`src/hw/rtl/i2cm_pkg.sv`:
```
// Shared types and constants of the I2C master register access unit.
// Used by the channel interfaces, the input queue and the bus sequencer.
package i2cm_pkg;

	localparam int unsigned QUEUE_DEPTH = 2;
	localparam int unsigned QUEUE_PTR_W = $clog2(QUEUE_DEPTH);
	localparam int unsigned QUEUE_CNT_W = $clog2(QUEUE_DEPTH + 1);

	localparam int unsigned CFG_INDEX_W = 2;
	localparam int unsigned CFG_DATA_W  = 8;

	typedef enum logic [CFG_INDEX_W-1:0] {
		CFG_START_STOP_HOLD = 2'd0,
		CFG_BIT_PHASE       = 2'd1,
		CFG_STORED_ADDRESS  = 2'd2
	} cfg_reg_t;

	typedef enum logic [1:0] {
		OP_WRITE_ONE   = 2'd0,
		OP_BURST_WRITE = 2'd1,
		OP_READ_ONE    = 2'd2,
		OP_BURST_READ  = 2'd3
	} op_t;

	localparam logic [7:0] HOLD_RESET = 8'd5;
	localparam logic [7:0] BIT_RESET  = 8'd1;

	typedef struct packed {
		logic       request;
		logic [1:0] operation;
		logic       use_stored_address;
		logic [6:0] device_address;
		logic [7:0] register_index;
		logic [7:0] byte_count;
		logic [7:0] write_data;
		logic       sda_in;
	} in_item_t;

	typedef struct packed {
		logic       scl_level;
		logic       sda_level;
		logic       sda_driven;
		logic       busy_res;
		logic       data_taken;
		logic [7:0] read_data;
		logic       read_valid;
		logic       last_byte;
		logic       ack_missing;
	} out_item_t;

	typedef struct packed {
		logic     valid;
		in_item_t item;
	} queue_head_t;

endpackage

```
`src/hw/rtl/i2cm_item_if.sv`:
```
// Valid/ready channel that carries one tick word into the unit.
// Depends on i2cm_pkg for the word type.
interface i2cm_item_if;
	logic                valid;
	logic                ready;
	i2cm_pkg::in_item_t  payload;

	modport source (output valid, output payload, input ready);
	modport sink (input valid, input payload, output ready);
endinterface

```
`src/hw/rtl/i2cm_result_if.sv`:
```
// Valid/ready channel that carries one result word out of the unit.
// Depends on i2cm_pkg for the word type.
interface i2cm_result_if;
	logic                valid;
	logic                ready;
	i2cm_pkg::out_item_t payload;

	modport source (output valid, output payload, input ready);
	modport sink (input valid, input payload, output ready);
endinterface

```
`src/hw/rtl/i2cm_front.sv`:
```
// Input side: takes tick words and holds them in a short queue.
// Depends on i2cm_pkg and i2cm_item_if.
module i2cm_front (
	input  logic                  clk,
	input  logic                  arst_n,
	i2cm_item_if.sink             item,
	output i2cm_pkg::queue_head_t head,
	input  logic                  pop
);
	import i2cm_pkg::*;

	in_item_t                 entry_q [QUEUE_DEPTH];
	logic [QUEUE_PTR_W-1:0]   wr_ptr_q;
	logic [QUEUE_PTR_W-1:0]   rd_ptr_q;
	logic [QUEUE_CNT_W-1:0]   count_q;
	logic                     push;
	logic                     do_pop;

	assign item.ready = (count_q != QUEUE_CNT_W'(QUEUE_DEPTH));
	assign push       = item.valid && item.ready;
	assign head.valid = (count_q != '0);
	assign head.item  = entry_q[rd_ptr_q];
	assign do_pop     = pop && head.valid;

	always_ff @(posedge clk) begin
		if (push) begin
			entry_q[wr_ptr_q] <= item.payload;
		end
	end

	always_ff @(posedge clk or negedge arst_n) begin
		if (!arst_n) begin
			wr_ptr_q <= '0;
			rd_ptr_q <= '0;
			count_q  <= '0;
		end else begin
			if (push) begin
				wr_ptr_q <= (wr_ptr_q == QUEUE_PTR_W'(QUEUE_DEPTH - 1)) ? '0 : wr_ptr_q + 1'b1;
			end
			if (do_pop) begin
				rd_ptr_q <= (rd_ptr_q == QUEUE_PTR_W'(QUEUE_DEPTH - 1)) ? '0 : rd_ptr_q + 1'b1;
			end
			if (push && !do_pop) begin
				count_q <= count_q + 1'b1;
			end else if (do_pop && !push) begin
				count_q <= count_q - 1'b1;
			end
		end
	end

endmodule

```
`src/hw/rtl/i2cm_back.sv`:
```
// Bus sequencer: advances the I2C transaction by one tick per queued word
// and registers the line levels and status. Depends on i2cm_pkg and i2cm_result_if.
module i2cm_back (
	input  logic                                 clk,
	input  logic                                 arst_n,
	input  logic                                 cfg_we,
	input  logic [i2cm_pkg::CFG_INDEX_W-1:0]     cfg_index,
	input  logic [i2cm_pkg::CFG_DATA_W-1:0]      cfg_data,
	input  i2cm_pkg::queue_head_t                head,
	output logic                                 pop,
	i2cm_result_if.source                        result
);
	import i2cm_pkg::*;

	typedef enum logic [3:0] {
		PH_IDLE, PH_RS_LOW, PH_START_HI, PH_START_LO, PH_WBIT_L, PH_WBIT_H,
		PH_WACK_L, PH_WACK_H, PH_RBIT_L, PH_RBIT_H, PH_RACK_L, PH_RACK_H,
		PH_STOP_PRE, PH_STOP_A, PH_STOP_B
	} phase_t;

	typedef enum logic [2:0] {
		ST_ADDR_W, ST_REG, ST_DATA, ST_ADDR_R, ST_READ, ST_DONE
	} stage_t;

	logic [7:0] hold_ticks_q, bit_ticks_q, stored_addr_q;

	phase_t     phase_q, n_phase;
	stage_t     stage_q, n_stage;
	logic [7:0] tick_q, n_tick, tick_inc;
	logic [3:0] bit_q, n_bit, bit_inc;
	logic [7:0] shift_q, n_shift;
	logic [7:0] bytes_q, n_bytes;
	op_t        op_q, n_op;
	logic [7:0] addr_q, n_addr;
	logic [7:0] reg_q, n_reg;
	logic [7:0] hold, plen;
	logic       ackb;
	in_item_t   it;
	out_item_t  res;
	logic       res_valid_q;
	out_item_t  res_q;

	assign it  = head.item;
	assign pop = head.valid && (!res_valid_q || result.ready);
	assign result.valid   = res_valid_q;
	assign result.payload = res_q;
	assign ackb = (bytes_q <= 8'd1);

	always_comb begin
		n_phase = phase_q;
		n_stage = stage_q;
		n_tick  = tick_q;
		n_bit   = bit_q;
		n_shift = shift_q;
		n_bytes = bytes_q;
		n_op    = op_q;
		n_addr  = addr_q;
		n_reg   = reg_q;
		res     = '0;

		if (phase_q == PH_IDLE && it.request) begin
			n_op    = op_t'(it.operation);
			n_addr  = it.use_stored_address ? stored_addr_q : {it.device_address, 1'b0};
			n_reg   = it.register_index;
			case (op_t'(it.operation))
				OP_WRITE_ONE, OP_READ_ONE: n_bytes = 8'd1;
				OP_BURST_READ:             n_bytes = (it.byte_count == 8'd0) ? 8'd1 : it.byte_count;
				default:                   n_bytes = it.byte_count;
			endcase
			n_stage = ST_ADDR_W;
			n_phase = PH_START_HI;
			n_tick  = '0;
			n_bit   = '0;
		end

		case (n_phase)
			PH_RS_LOW:   {res.scl_level, res.sda_level, res.sda_driven} = 3'b011;
			PH_START_LO: {res.scl_level, res.sda_level, res.sda_driven} = 3'b101;
			PH_WBIT_L:   {res.scl_level, res.sda_level, res.sda_driven} = {1'b0, shift_q[7], 1'b1};
			PH_WBIT_H:   {res.scl_level, res.sda_level, res.sda_driven} = {1'b1, shift_q[7], 1'b1};
			PH_WACK_L:   {res.scl_level, res.sda_level, res.sda_driven} = 3'b010;
			PH_WACK_H:   {res.scl_level, res.sda_level, res.sda_driven} = 3'b110;
			PH_RBIT_L:   {res.scl_level, res.sda_level, res.sda_driven} = 3'b010;
			PH_RBIT_H:   {res.scl_level, res.sda_level, res.sda_driven} = 3'b110;
			PH_RACK_L:   {res.scl_level, res.sda_level, res.sda_driven} = {1'b0, ackb, 1'b1};
			PH_RACK_H:   {res.scl_level, res.sda_level, res.sda_driven} = {1'b1, ackb, 1'b1};
			PH_STOP_PRE: {res.scl_level, res.sda_level, res.sda_driven} = 3'b001;
			PH_STOP_A:   {res.scl_level, res.sda_level, res.sda_driven} = 3'b101;
			default:     {res.scl_level, res.sda_level, res.sda_driven} = 3'b111;
		endcase

		if (n_phase inside {PH_START_HI, PH_START_LO, PH_STOP_A, PH_STOP_B}) begin
			hold = hold_ticks_q;
		end else begin
			hold = bit_ticks_q;
		end
		plen     = (hold == 8'd0) ? 8'd1 : hold;
		tick_inc = n_tick + 8'd1;
		bit_inc  = n_bit + 4'd1;

		if (n_phase != PH_IDLE) begin
			res.busy_res = 1'b1;
			n_tick = tick_inc;
			if (tick_inc >= plen) begin
				n_tick = '0;
				case (n_phase)
					PH_RS_LOW:   n_phase = PH_START_HI;
					PH_START_HI: n_phase = PH_START_LO;
					PH_START_LO: begin
						n_shift = (n_stage == ST_ADDR_R) ? (n_addr | 8'h01) : (n_addr & 8'hFE);
						n_bit   = '0;
						n_phase = PH_WBIT_L;
					end
					PH_WBIT_L:   n_phase = PH_WBIT_H;
					PH_WBIT_H: begin
						n_shift = {shift_q[6:0], 1'b0};
						if (bit_inc >= 4'd8) begin
							n_bit   = '0;
							n_phase = PH_WACK_L;
						end else begin
							n_bit   = bit_inc;
							n_phase = PH_WBIT_L;
						end
					end
					PH_WACK_L:   n_phase = PH_WACK_H;
					PH_WACK_H: begin
						res.ack_missing = it.sda_in;
						if (n_stage == ST_ADDR_W) begin
							n_stage = ST_REG;
							n_shift = n_reg;
							n_phase = PH_WBIT_L;
						end else if (n_stage == ST_ADDR_R) begin
							n_stage = ST_READ;
							n_shift = '0;
							n_bit   = '0;
							n_phase = PH_RBIT_L;
						end else if (n_stage == ST_REG && n_op[1]) begin
							n_stage = ST_ADDR_R;
							n_phase = (n_op == OP_READ_ONE) ? PH_RS_LOW : PH_STOP_PRE;
						end else if (n_bytes != 8'd0) begin
							n_stage = ST_DATA;
							n_shift = it.write_data;
							res.data_taken = 1'b1;
							n_bytes = n_bytes - 8'd1;
							n_phase = PH_WBIT_L;
						end else begin
							n_stage = ST_DONE;
							n_phase = PH_STOP_PRE;
						end
					end
					PH_RBIT_L:   n_phase = PH_RBIT_H;
					PH_RBIT_H: begin
						n_shift = {shift_q[6:0], it.sda_in};
						if (bit_inc >= 4'd8) begin
							n_bit          = '0;
							res.read_valid = 1'b1;
							res.read_data  = {shift_q[6:0], it.sda_in};
							res.last_byte  = ackb;
							n_phase        = PH_RACK_L;
						end else begin
							n_bit   = bit_inc;
							n_phase = PH_RBIT_L;
						end
					end
					PH_RACK_L:   n_phase = PH_RACK_H;
					PH_RACK_H: begin
						if (n_bytes > 8'd1) begin
							n_bytes = n_bytes - 8'd1;
							n_shift = '0;
							n_phase = PH_RBIT_L;
						end else begin
							n_bytes = '0;
							n_stage = ST_DONE;
							n_phase = PH_STOP_PRE;
						end
					end
					PH_STOP_PRE: n_phase = PH_STOP_A;
					PH_STOP_A:   n_phase = PH_STOP_B;
					default:     n_phase = (n_stage == ST_ADDR_R) ? PH_START_HI : PH_IDLE;
				endcase
			end
		end
	end

	always_ff @(posedge clk) begin
		if (pop) begin
			res_q <= res;
		end
	end

	always_ff @(posedge clk or negedge arst_n) begin
		if (!arst_n) begin
			hold_ticks_q  <= HOLD_RESET;
			bit_ticks_q   <= BIT_RESET;
			stored_addr_q <= '0;
			phase_q       <= PH_IDLE;
			stage_q       <= ST_ADDR_W;
			tick_q        <= '0;
			bit_q         <= '0;
			shift_q       <= '0;
			bytes_q       <= '0;
			op_q          <= OP_WRITE_ONE;
			addr_q        <= '0;
			reg_q         <= '0;
			res_valid_q   <= 1'b0;
		end else begin
			if (cfg_we) begin
				case (cfg_reg_t'(cfg_index))
					CFG_START_STOP_HOLD: hold_ticks_q  <= cfg_data;
					CFG_BIT_PHASE:       bit_ticks_q   <= cfg_data;
					CFG_STORED_ADDRESS:  stored_addr_q <= cfg_data;
					default: ;
				endcase
			end
			if (pop) begin
				phase_q <= n_phase;
				stage_q <= n_stage;
				tick_q  <= n_tick;
				bit_q   <= n_bit;
				shift_q <= n_shift;
				bytes_q <= n_bytes;
				op_q    <= n_op;
				addr_q  <= n_addr;
				reg_q   <= n_reg;
			end
			if (pop) begin
				res_valid_q <= 1'b1;
			end else if (result.ready) begin
				res_valid_q <= 1'b0;
			end
		end
	end

endmodule

```
`src/hw/rtl/i2c_master_register_access_unit.sv`:
```
// Top level of the I2C master register access unit: input queue and bus sequencer.
// One tick word is taken per cycle while the result channel takes results; a word is
// registered in the queue, then its result word is registered when the sequencer pops it.
// The unit sustains one word per cycle under that condition, set by the sequencer step behind
// a two-entry queue and a registered output.
// Reset empties the queue, idles the sequencer with clock and data high and driven,
// and loads the timing and address registers with their defaults.
module i2c_master_register_access_unit (
	input  logic                              clk,
	input  logic                              arst_n,
	input  logic                              cfg_we,
	input  logic [i2cm_pkg::CFG_INDEX_W-1:0]  cfg_index,
	input  logic [i2cm_pkg::CFG_DATA_W-1:0]   cfg_data,
	i2cm_item_if.sink                         item,
	i2cm_result_if.source                     result
);
	import i2cm_pkg::*;

	queue_head_t head;
	logic        pop;

	i2cm_front u_front (
		.clk    (clk),
		.arst_n (arst_n),
		.item   (item),
		.head   (head),
		.pop    (pop)
	);

	i2cm_back u_back (
		.clk       (clk),
		.arst_n    (arst_n),
		.cfg_we    (cfg_we),
		.cfg_index (cfg_index),
		.cfg_data  (cfg_data),
		.head      (head),
		.pop       (pop),
		.result    (result)
	);

endmodule

```
`src/flat_wrapper.sv`:
```
// flat-port wrapper written by rule: the top's interface ports become plain ports
module i2c_master_register_access_unit_flat import i2cm_pkg::*;
  (clk, arst_n, cfg_we, cfg_index, cfg_data, item_valid, item_payload, item_ready, result_valid, result_payload, result_ready);
  i2cm_item_if item_i ();
  i2cm_result_if result_i ();
  input  logic clk;
  input  logic arst_n;
  input  logic cfg_we;
  input  logic [i2cm_pkg::CFG_INDEX_W-1:0] cfg_index;
  input  logic [i2cm_pkg::CFG_DATA_W-1:0] cfg_data;
  input wire logic [$bits(item_i.valid)-1:0] item_valid;
  input wire logic [$bits(item_i.payload)-1:0] item_payload;
  output wire logic [$bits(item_i.ready)-1:0] item_ready;
  output wire logic [$bits(result_i.valid)-1:0] result_valid;
  output wire logic [$bits(result_i.payload)-1:0] result_payload;
  input wire logic [$bits(result_i.ready)-1:0] result_ready;
  assign item_i.valid = item_valid;
  assign item_i.payload = item_payload;
  assign item_ready = item_i.ready;
  assign result_valid = result_i.valid;
  assign result_payload = result_i.payload;
  assign result_i.ready = result_ready;
  i2c_master_register_access_unit u_core (.clk(clk), .arst_n(arst_n), .cfg_we(cfg_we), .cfg_index(cfg_index), .cfg_data(cfg_data), .item(item_i), .result(result_i));
endmodule
```
`config.mk`:
```
export PLATFORM = sky130hd
export DESIGN_NAME = i2c_master_register_access_unit_flat
export DESIGN_NICKNAME = d
export VERILOG_FILES = /design/src/hw/rtl/i2cm_pkg.sv /design/src/hw/rtl/i2cm_item_if.sv /design/src/hw/rtl/i2cm_result_if.sv /design/src/hw/rtl/i2cm_front.sv /design/src/hw/rtl/i2cm_back.sv /design/src/hw/rtl/i2c_master_register_access_unit.sv /design/src/flat_wrapper.sv
export SDC_FILE = /design/constraint.sdc
export NUM_CORES = 1
export LEC_CHECK = 0
export BUFFER_PORTS_ARGS = -buffer_cell sky130_fd_sc_hd__buf_4
export CELL_PAD_IN_SITES_DETAIL_PLACEMENT = 1
export CELL_PAD_IN_SITES_GLOBAL_PLACEMENT = 1
export CORE_ASPECT_RATIO = 0.9
export CORE_MARGIN = 4
export CORE_UTILIZATION = 48
export CTS_CLUSTER_SIZE = 28
export DETAILED_ROUTE_END_ITERATION = 10
export PLACE_DENSITY = 0.78
export SYNTH_ARGS = -nofsm -noshare
export SYNTH_HDL_FRONTEND = slang
export SYNTH_SLANG_ARGS = --single-unit
```
`constraint.sdc`:
```
create_clock -name clk -period 5.4 [get_ports clk]
set_input_delay 0.54 -clock clk [delete_from_list [all_inputs] [get_ports clk]]
set_output_delay 0.54 -clock clk [all_outputs]
set_load 0.01 [all_outputs]
```
Yosys cells after proc, flatten, opt, wreduce, memory -nomap -nowiden
Memory sizes are Yosys's and may differ from the RTL's.
Cells that the tools add are included.

storage, ports and cells
  register bits = 98
  bits in latches = 0
  RAM bits = 72
  ROM bits = 0
  bits of input ports = 51
  output and inout bits = 18
  word-level logic and storage cells = 179
  memories kept = 1

cells by class
  add/subtract/negate cells = 7
  $mul = 0
  div/mod/pow operators = 0
  order comparisons = 4
  equality and inequality tests = 25
  shift operators = 0
  muxes and demuxes = 75
  bitwise gates (word level) = 3
  reduce and logical (&&, ||, !) cells = 38

memory list
  name                    words  bits a word  read ports  clocked after memory_dff  write ports  line              RTL
  u_core.u_front.entry_q  2      36           1           0                         1            i2cm_front.sv:12  in_item_t entry_q [QUEUE_DEPTH];

operators by type and width
  cell                                                                             number
  8-bit 2-to-1 mux                                                                 22
  4-bit 2-to-1 mux                                                                 14
  4-bit one-hot mux with 13 select lines                                           1
  8-bit one-hot mux with 5 select lines                                            1
  8-bit one-hot mux with 2 select lines                                            2
  4-bit equality test, second input constant                                       7
  3-bit 2-to-1 mux                                                                 9
  3-bit one-hot mux with 9 select lines                                            1
  10-bit 2-to-1 mux                                                                2
  4-bit by 3-bit equality test with 1-bit output, second input constant            4
  8-bit logical NOT                                                                2
  1-bit 2-to-1 mux                                                                 13
  13-bit 2-to-1 mux                                                                1
  12-bit 2-to-1 mux                                                                1
  2-bit 2-to-1 mux                                                                 6
  4-bit one-hot mux with 3 select lines                                            1
  2-bit OR reduction                                                               5
  8-bit by 1-bit adder with 8-bit output, second input constant                    1
  2-bit equality test, second input constant                                       4
  4-bit by 2-bit equality test with 1-bit output, second input constant            2
  8-bit greater-or-equal comparator                                                1
  8-bit by 1-bit greater-than comparator with 1-bit output, second input constant  1
  8-bit by 1-bit <= comparator with 1-bit output, second input constant            1
  4-bit inequality test, second input constant                                     2
  28 further kinds                                                                 48

Depth between registers and ports, before layout
Gate-level depths: netlist of run 1.
An unclocked memory read counts as a cell.

  depth after elaboration = 13
  mapped depth = 18
  mapped depth without buffers = 15

Modules after synthesis
Synthesis of run 1 repeated with hierarchy kept, for this count alone.

unflattened totals
  cells, all modules = 681
  area total of the unflattened synthesis = 8,359.3 um^2

by module, submodules not included
  module      times used  cells an instance  area each (um^2)  seq. area each (um^2)
  i2cm_back   1           551                5,417.7           2,386.0
  i2cm_front  1           130                2,941.6           2,262.2

Worst setup path before layout of run 1
Ideal clock, no wire load.

  path kind = flip-flop to flip-flop
  from = register u_core.u_front.rd_ptr_q
  to = register u_core.u_back.shift_q[0]
  setup time = 0.125 ns
  arrival time = 4.277 ns
  required time = 5.275 ns
  slack = 0.998 ns
  stages on the path, launching flop included = 18
  path buffers = 2
  period minus slack after synthesis = 4.402 ns
  cells stage by stage = dfrtp_1 > clkbuf_1 > mux2_2 > a21oi_1 > nor3_1 > a31oi_1 > mux2i_1 > nand4_1 > o21ai_1 > ha_1 > nand2b_1 > a31oi_1 > o21a_1 > nor2_1 > nand2_1 > or4_1 > buf_6 > mux2_4

on the way
  cells in the longest elaborated chain, start to end = 10
  elaborated cells between the ends (all ways) = 47
  those cells by class = 1 x add/sub; 2 x order compare; 15 x eq/ne; 16 x mux; 12 x reduce/logical; 1 x memory

ends and longest elaborated chain
  item                                                                          line              RTL
  start: declaration                                                            i2cm_front.sv:14  logic [QUEUE_PTR_W-1:0] rd_ptr_q;
  start signal: assignment                                                      i2cm_front.sv:41  rd_ptr_q <= (rd_ptr_q == QUEUE_PTR_W'(QUEUE_DEPTH - 1)) ? '0 : rd_ptr_q + 1'b1;
  memory read 2 x 36 bit (*)                                                    -
  1-bit logical AND                                                             i2cm_back.sv:61   if (phase_q == PH_IDLE && it.request) begin
  4-bit 2-to-1 mux                                                              i2cm_back.sv:61
  4-bit by 2-bit equality test with 1-bit output, or another cell as far along  i2cm_back.sv:92   if (n_phase inside {PH_START_HI, PH_START_LO, PH_STOP_A, PH_STOP_B}) begin
  4-bit nonzero test                                                            i2cm_back.sv:92
  8-bit 2-to-1 mux                                                              i2cm_back.sv:92
  8-bit logical NOT                                                             i2cm_back.sv:97   plen = (hold == 8'd0) ? 8'd1 : hold;
  8-bit 2-to-1 mux                                                              i2cm_back.sv:97
  8-bit greater-or-equal comparator                                             i2cm_back.sv:104  if (tick_inc >= plen) begin
  7-bit AND reduction (no line)                                                 -
  end signal: assignment                                                        i2cm_back.sv:220  shift_q <= n_shift;
  end: declaration                                                              i2cm_back.sv:31   logic [7:0] shift_q, n_shift;

Mark *: on every way between the ends. The rest lies on a longest branch, timed or not. The select of a mux whose other input is x is not followed.
A chain may end at the register's enable or synchronous reset.

Worst setup path after layout of run 1
  from = register u_core.u_back.phase_q[3]
  to = register u_core.u_back.shift_q[7]

on the way
  cells in the longest elaborated chain, start to end = 10
  elaborated cells between the ends (all ways) = 38
  those cells by class = 1 x add/sub; 2 x order compare; 13 x eq/ne; 12 x mux; 10 x reduce/logical

ends and longest elaborated chain
  item                                                                          line              RTL
  start: declaration                                                            i2cm_back.sv:27   phase_t phase_q, n_phase;
  start signal: assignment                                                      i2cm_back.sv:216  phase_q <= n_phase;
  4-bit logical NOT                                                             i2cm_back.sv:61
  1-bit logical AND                                                             i2cm_back.sv:61
  4-bit 2-to-1 mux                                                              i2cm_back.sv:61
  4-bit by 2-bit equality test with 1-bit output, or another cell as far along  i2cm_back.sv:92
  4-bit nonzero test                                                            i2cm_back.sv:92
  8-bit 2-to-1 mux                                                              i2cm_back.sv:92
  8-bit logical NOT                                                             i2cm_back.sv:97
  8-bit 2-to-1 mux                                                              i2cm_back.sv:97
  8-bit greater-or-equal comparator                                             i2cm_back.sv:104
  7-bit AND reduction (no line)                                                 -

Several ways; a longest one is shown, not always the timed one.

==> metrics.txt, run 1 <==
H-tree lvl count=4; outcome=completed; starting density of the core=49.7%; Internal=3.15 mW; post-synth top area cell=edfxtp_1; CTS Sinks=168; post-synthesis area per instance=11.7 um^2; # setup viols final=0; Root Buffer=clkbuf_16; Lkg Pwr=3.82 nW; Yosys top cell area share=32.4%; gr usage total=23.6%; worst reg2reg path endpoint=u_core.u_back.shift_q[7]; mean routed wirelength per cell=22.5 um; Seq cells post-synth=roughly 170; non-filler cells, final=just under 1000; pre-CTS setup slack=0.572 ns; crit path DAT=5.26 ns; hold_ws=0.0836 ns; top cells by area, synth=edfxtp_1 32%, dfrtp_1 24%, mux2i_1 4.7%; Reg2Reg Launch Point=u_core.u_back.phase_q[3]; peak fanout along the critical path=9; Synthesized Nets=around 760; setup slack, reg-to-reg=0.45 ns; Fin Setup TNS=0 ns; Antenna Cells=0; Setup crit start kind=register; Final HPWL DP=around 15000 um; maximum clock path buffer count=2; area of the multi-input gates=0.00330 mm^2; Post-Synthesis Cell Area=just over 0.008 mm^2; Crit. Startpoint=u_core.u_back.phase_q[3]; crit end category=register; die outline width=145 um; register area share after synthesis=57.0%; power consumption=5.07 mW; placer's final routability congestion estimate=0.901; CTS Buf Count=17; first-pass GRT wire length=35900 um; Final Hold Fails=0; slew margin rel.=15.0%; Least-Margin Pin Slew=1.27 ns; YS warnings=0; setup ws final=0.454 ns; Final Max Slew Viols=0; Placed Cells=953; worst vdd ir=about 0.00036 V; Worst Setup Path Type=register to register; pwr dens=533 mW/mm^2; DR vias/cell=between 6 and 7; Final Net Count=829; largest net degree at the start of global routing=45; die area=0.0191 mm^2; CTS Hold Bufs=0; Port Buf Inserts=68; drt pass-1 iters=5; Net Sw Power=1.92 mW; Synth Instances=between 600 and 700; Syn-to-layout area delta=16.6%; Distinct cells, synth=73; Gate power share=36.5%; Post-CTS Resized=0; f_max=0.202 GHz; sequential power share=38.1%; Req. time, crit path=approximately 5.7 ns; Synth Flop Type=edfxtp_1; Worst-Skew Late Latency=between 0.4 and 0.5 ns; io pins=69; Period minus WS final=4.95 ns; Residual DRC=0; Total Wirelength=roughly 22000 um; ANT nets after route=0; # Max-Cap Violations=0; Site Rows=between 40 and 50; most frequent cell after synthesis=edfxtp_1; clock power share=~25%; Register Area=0.00465 mm^2; Fillers=1720; Post-CTS Repair Setup Buffers=0; layout cell share with drive strength beyond 1=20.7%; worst clock skew=0.0117 ns; Post-synth EDFFs=88; part of the cycle the worst path needs=about nine tenths; via count=6002; Min-Delay Path Class=input pin to async pin; Sw Ratio=37.9%; antenna violations before repair=0; CTS tree=built; aggregate global routing overflow=0; vias in the first global route=6430; fraction of registers with async set/reset=47.6%; Core ar.=0.0164 mm^2; Die Span Y=around 130 um; unrepaired setup endpoints after global routing=no; path depth of the worst reg2reg path=15; synth cell count leaders=88 x edfxtp_1, 77 x dfrtp_1, 65 x nor2_1; initial DRC count=502; Clock transition at path regs=0.07 ns
[layout by cell type (no fill, tap or decap), types with 9 or more instances in the layout]
cell type / synthesis / routed
ha_1: 13 / 13
nand2b_1: 10 / 10
mux2i_1: 38 / 38
nor2b_1: 10 / 10
a211oi_1: 16 / 16
nor2_1: 65 / 64
a31oi_1: 11 / 11
mux2_2: 24 / 24
o21ai_1: 11 / 10
edfxtp_1: 88 / 88
nand3_1: 13 / 13
inv_1: 12 / 12
o21ai_0: 25 / 25
buf_4: 0 / 84
nand2_1: 46 / 46
clkbuf_16: 0 / 17
and2_1: 16 / 16
o221ai_1: 10 / 10
dfrtp_1: 77 / 76
xor2_1: 9 / 9
a21oi_1: 48 / 48
nor3_1: 12 / 12
[registers in the layout (all words and copies together), names as in the netlist, 7 cells and up]
register                      cells
u_core.u_back.bytes_q             8
u_core.u_back.tick_q              8
u_core.u_back.shift_q             8
u_core.u_back.addr_q              7
u_core.u_front.entry_q           72
u_core.u_back.hold_ticks_q        8
u_core.u_back.bit_ticks_q         8
u_core.u_back.reg_q               8
u_core.u_back.result.payload     16
u_core.u_back.stored_addr_q       7
[power groups by stage]
stage          registers [mW]  logic, mW  clock network, mW
3_5_place_dp             1.94       1.82                  0
3_3_place_gp             1.92       1.73                  0
5_1_grt                  1.96       2.02               1.38
2_1_floorplan            1.89       1.27                  0
6_report                 1.93       1.85               1.29
4_1_cts                  1.93       1.85               1.31
[layout make-up]
class	count	share of cell area [%]
clock buffers	18	4.52
multi-input cells	482	34.7
inverters	12	0.474
clock inverters	14	1.99
repair buffers	84	6.64
well taps	207	2.73
flip-flops and latches	168	48.9
[worst max path at each step]
| stage | endpoint | slack (ns) |
|---|---|---|
| after floorplan | u_core.u_back.shift_q[0] | 1.0 |
| after global placement | u_core.u_back.shift_q[4] | 0.86 |
| after detailed placement | u_core.u_back.shift_q[3] | 0.57 |
| after CTS | u_core.u_back.shift_q[7] | 0.52 |
| after global routing | u_core.u_back.shift_q[3] | 0.26 |
| final | u_core.u_back.shift_q[7] | 0.45 |
[through the flow]
stage,util (%),instance area (um^2)
floorplan,-,8150
global placement,54.2,8890
detailed placement,54.2,8890
CTS,57.9,9500
global route,57.9,9500
finish,57.9,9500
[cell families (layout without fill, tap and decap cells)]
kind of cell | count (synthesis) | in the layout | share of synthesized area, %
DFF | 168 | 168 | 57.0
muxes | 71 | 71 | 9.63
adders and majority gates | 13 | 13 | 2.00
xor gates and xnor gates | 17 | 17 | 1.83
AOI/OAI and AO/OA | 177 | 177 | 14.5
buffers and inverters | 49 | 128 | 2.56
and+or+nand+nor | 204 | 204 | 12.4
[worst max-delay path, cell delays in order, from the launching register on]
cell and delay, ns:
dfrtp_1 0.39, nor4_2 0.52, nand2_1 0.17, and2_1 0.23, ha_1 0.21, and3_1 0.22
xnor2_1 0.21, nor2_1 0.07, ha_1 0.32, a21o_1 0.11, a2111oi_0 0.11, o21a_1 0.16
nor2_1 0.59, nand2_1 0.25, or4_1 0.87, mux2_4 0.41
[metal layers]
layer  GRT usage [%]  wire [um]  up-vias
li1                -          -     2751
met3            5.23       1150       37
met4            6.28        383        0
met2            38.5      10900      173
met1            32.2       9770     3041
met5               0          0        -
(Power assumes the default switching activity.)
==> inputs of run 2 (changes only) <==
CELL_PAD_IN_SITES_DETAIL_PLACEMENT = 0   (was 1)
==> metrics.txt, run 2 (synthesis gave the netlist of run 1 again) <==
outcome=completed; worst clock skew=0.00908 ns; crit end category=register; Setup crit start kind=register; aggregate global routing overflow=0; Sw Ratio=37.4%; largest net degree at the start of global routing=45; die outline width=145 um; Residual DRC=0; Antenna Cells=0; crit path DAT=about 5.0 ns; Design Area, Final=0.00944 mm^2; via count=5840; commonest non-fill, non-tap cell in the layout=edfxtp_1; placer's final routability congestion estimate=0.901; io pins=69; DR vias/cell=around 6; antenna violations before repair=0; Final Max Slew Viols=0; H-tree lvl count=4; ANT nets after route=0; Root Buffer=clkbuf_16; die area=0.0191 mm^2; CTS tree=built; Gate power share=36.6%; power consumption=between 4 and 5 mW; initial DRC count=407; maximum clock path buffer count=2; worst vdd ir=approximately 0.00029 V; starting density of the core=49.7%; Least-Margin Pin Slew=1.22 ns; gr usage total=20.6%; CTS Buf Count=17; Fin Setup TNS=0 ns; CTS Sinks=168; Net Sw Power=between 1.5 and 2 mW; Worst-Skew Late Latency=0.43 ns; Clock transition at path regs=0.07 ns; Syn-to-layout area delta=15.8%; Final HPWL DP=~14000 um; Lkg Pwr=3.79 nW; drt pass-1 iters=5; Placed Cells=between 900 and 1000; Period minus WS final=4.72 ns; Die Span Y=approximately 130 um; # setup viols final=0; part of the cycle the worst path needs=~87%; Internal=about 3.0 mW; clock power share=23.7%; Final Hold Fails=0; Post-CTS Resized=0; Req. time, crit path=5.71 ns; vias in the first global route=5846; max FFs per register=~70; Site Rows=44; layout cell share with drive strength beyond 1=21.0%; peak fanout along the critical path=9; Port Buf Inserts=68; Min-Delay Path Class=input pin to async pin; Top reg by flops=u_core.u_front.entry_q; slew margin rel.=between 10% and 20%; most frequent cells in the layout=88 x edfxtp_1, 84 x buf_4, 76 x dfrtp_1; Total Wirelength=19300 um; Post-CTS Repair Setup Buffers=0; pwr dens=between 500 and 600 mW/mm^2; Post-Route Utilization=57.5%; non-filler cells, final=around 990; Worst Setup Path Type=register to register; # Max-Cap Violations=0; mean routed wirelength per cell=19.6 um; DP Area=0.00889 mm^2; unrepaired setup endpoints after global routing=no; Final Net Count=829; Core ar.=0.0164 mm^2; CTS Hold Bufs=0; sequential power share=approximately two fifths; first-pass GRT wire length=31400 um; f_max=0.212 GHz
==> run 2: changes by cell type in the layout (fill, tap and decap cells not counted) <==
cell | previous run | this run
clkinv_8 | 1 | 0
clkinv_2 | 0 | 3
inv_6 | 4 | 7
clkbuf_8 | 0 | 1
bufinv_16 | 3 | 0
clkinv_1 | 2 | 0
clkinvlp_4 | 0 | 1
clkinv_4 | 2 | 0
==> run 2: layout make-up <==
class                           count  area, um^2
Clock buffer                       19         443
Clock inverter                     13         106
Fill cell                        1369        6970
Inverter                           12        45.0
Multi-Input combinational cell    482        3300
Sequential cell                   168        4650
Tap cell                          207         259
Timing Repair Buffer               84         631
==> run 2: stage by stage <==
stage,hold WS (ns),worst slack [ns]
after floorplan,0.244,0.998
after global placement,0.464,0.857
after detailed placement,0.471,0.711
after CTS,0.0939,0.705
after global routing,0.106,0.275
final,0.0714,0.675
==> run 2: worst max-delay path: stages (launching register included) <==
cell and delay, ns:
dfrtp_1 0.38, nor4_2 0.48, nand2_1 0.15, and2_1 0.22, ha_1 0.21, and3_1 0.21
xnor2_1 0.20, nor2_1 0.07, ha_1 0.31, a21o_1 0.10, a2111oi_0 0.09, o21a_1 0.15
nor2_1 0.54, nand2_1 0.23, or4_1 0.84, mux2_4 0.40
==> run 2: routing by layer <==
layer	wire [um]	up-vias	GRT usage [%]	share of wire (%)
li1	-	2744	-	-
met1	8740	2857	29.1	45
met2	8890	200	31.5	46
met3	1210	39	5.20	6.3
met4	414	0	6.28	2.1
met5	0	-	0	0
==> run 2: worst paths after layout <==
| path | startpoint | to | cells past startpoint | slack, ns |
|---|---|---|---|---|
| worst max register to register | u_core.u_back.phase_q[3] | u_core.u_back.shift_q[6] | 15 | 0.68 |
| min in group clk | item_payload[16] | u_core.u_front.entry_q[0][16] | 1 | 0.29 |
| worst min register to register | u_core.u_back.addr_q[5] | u_core.u_back.addr_q[5] | 2 | 0.48 |
| worst max-delay path | u_core.u_back.phase_q[3] | u_core.u_back.shift_q[6] | 15 | 0.68 |
| max in group asynchronous | arst_n | u_core.u_front.rd_ptr_q | 2 | 4.38 |
| worst min-delay path | arst_n | u_core.u_back.bytes_q[2] | 1 | 0.07 |
==> run 2: power by group through the flow <==
stage | Clock, mW | Combinational (mW) | Sequential (mW)
detailed placement | 0 | 1.76 | 1.93
floorplan | 0 | 1.27 | 1.89
finish | 1.14 | 1.76 | 1.91
global route | 1.23 | 1.95 | 1.94
global placement | 0 | 1.73 | 1.92
CTS | 1.16 | 1.76 | 1.91
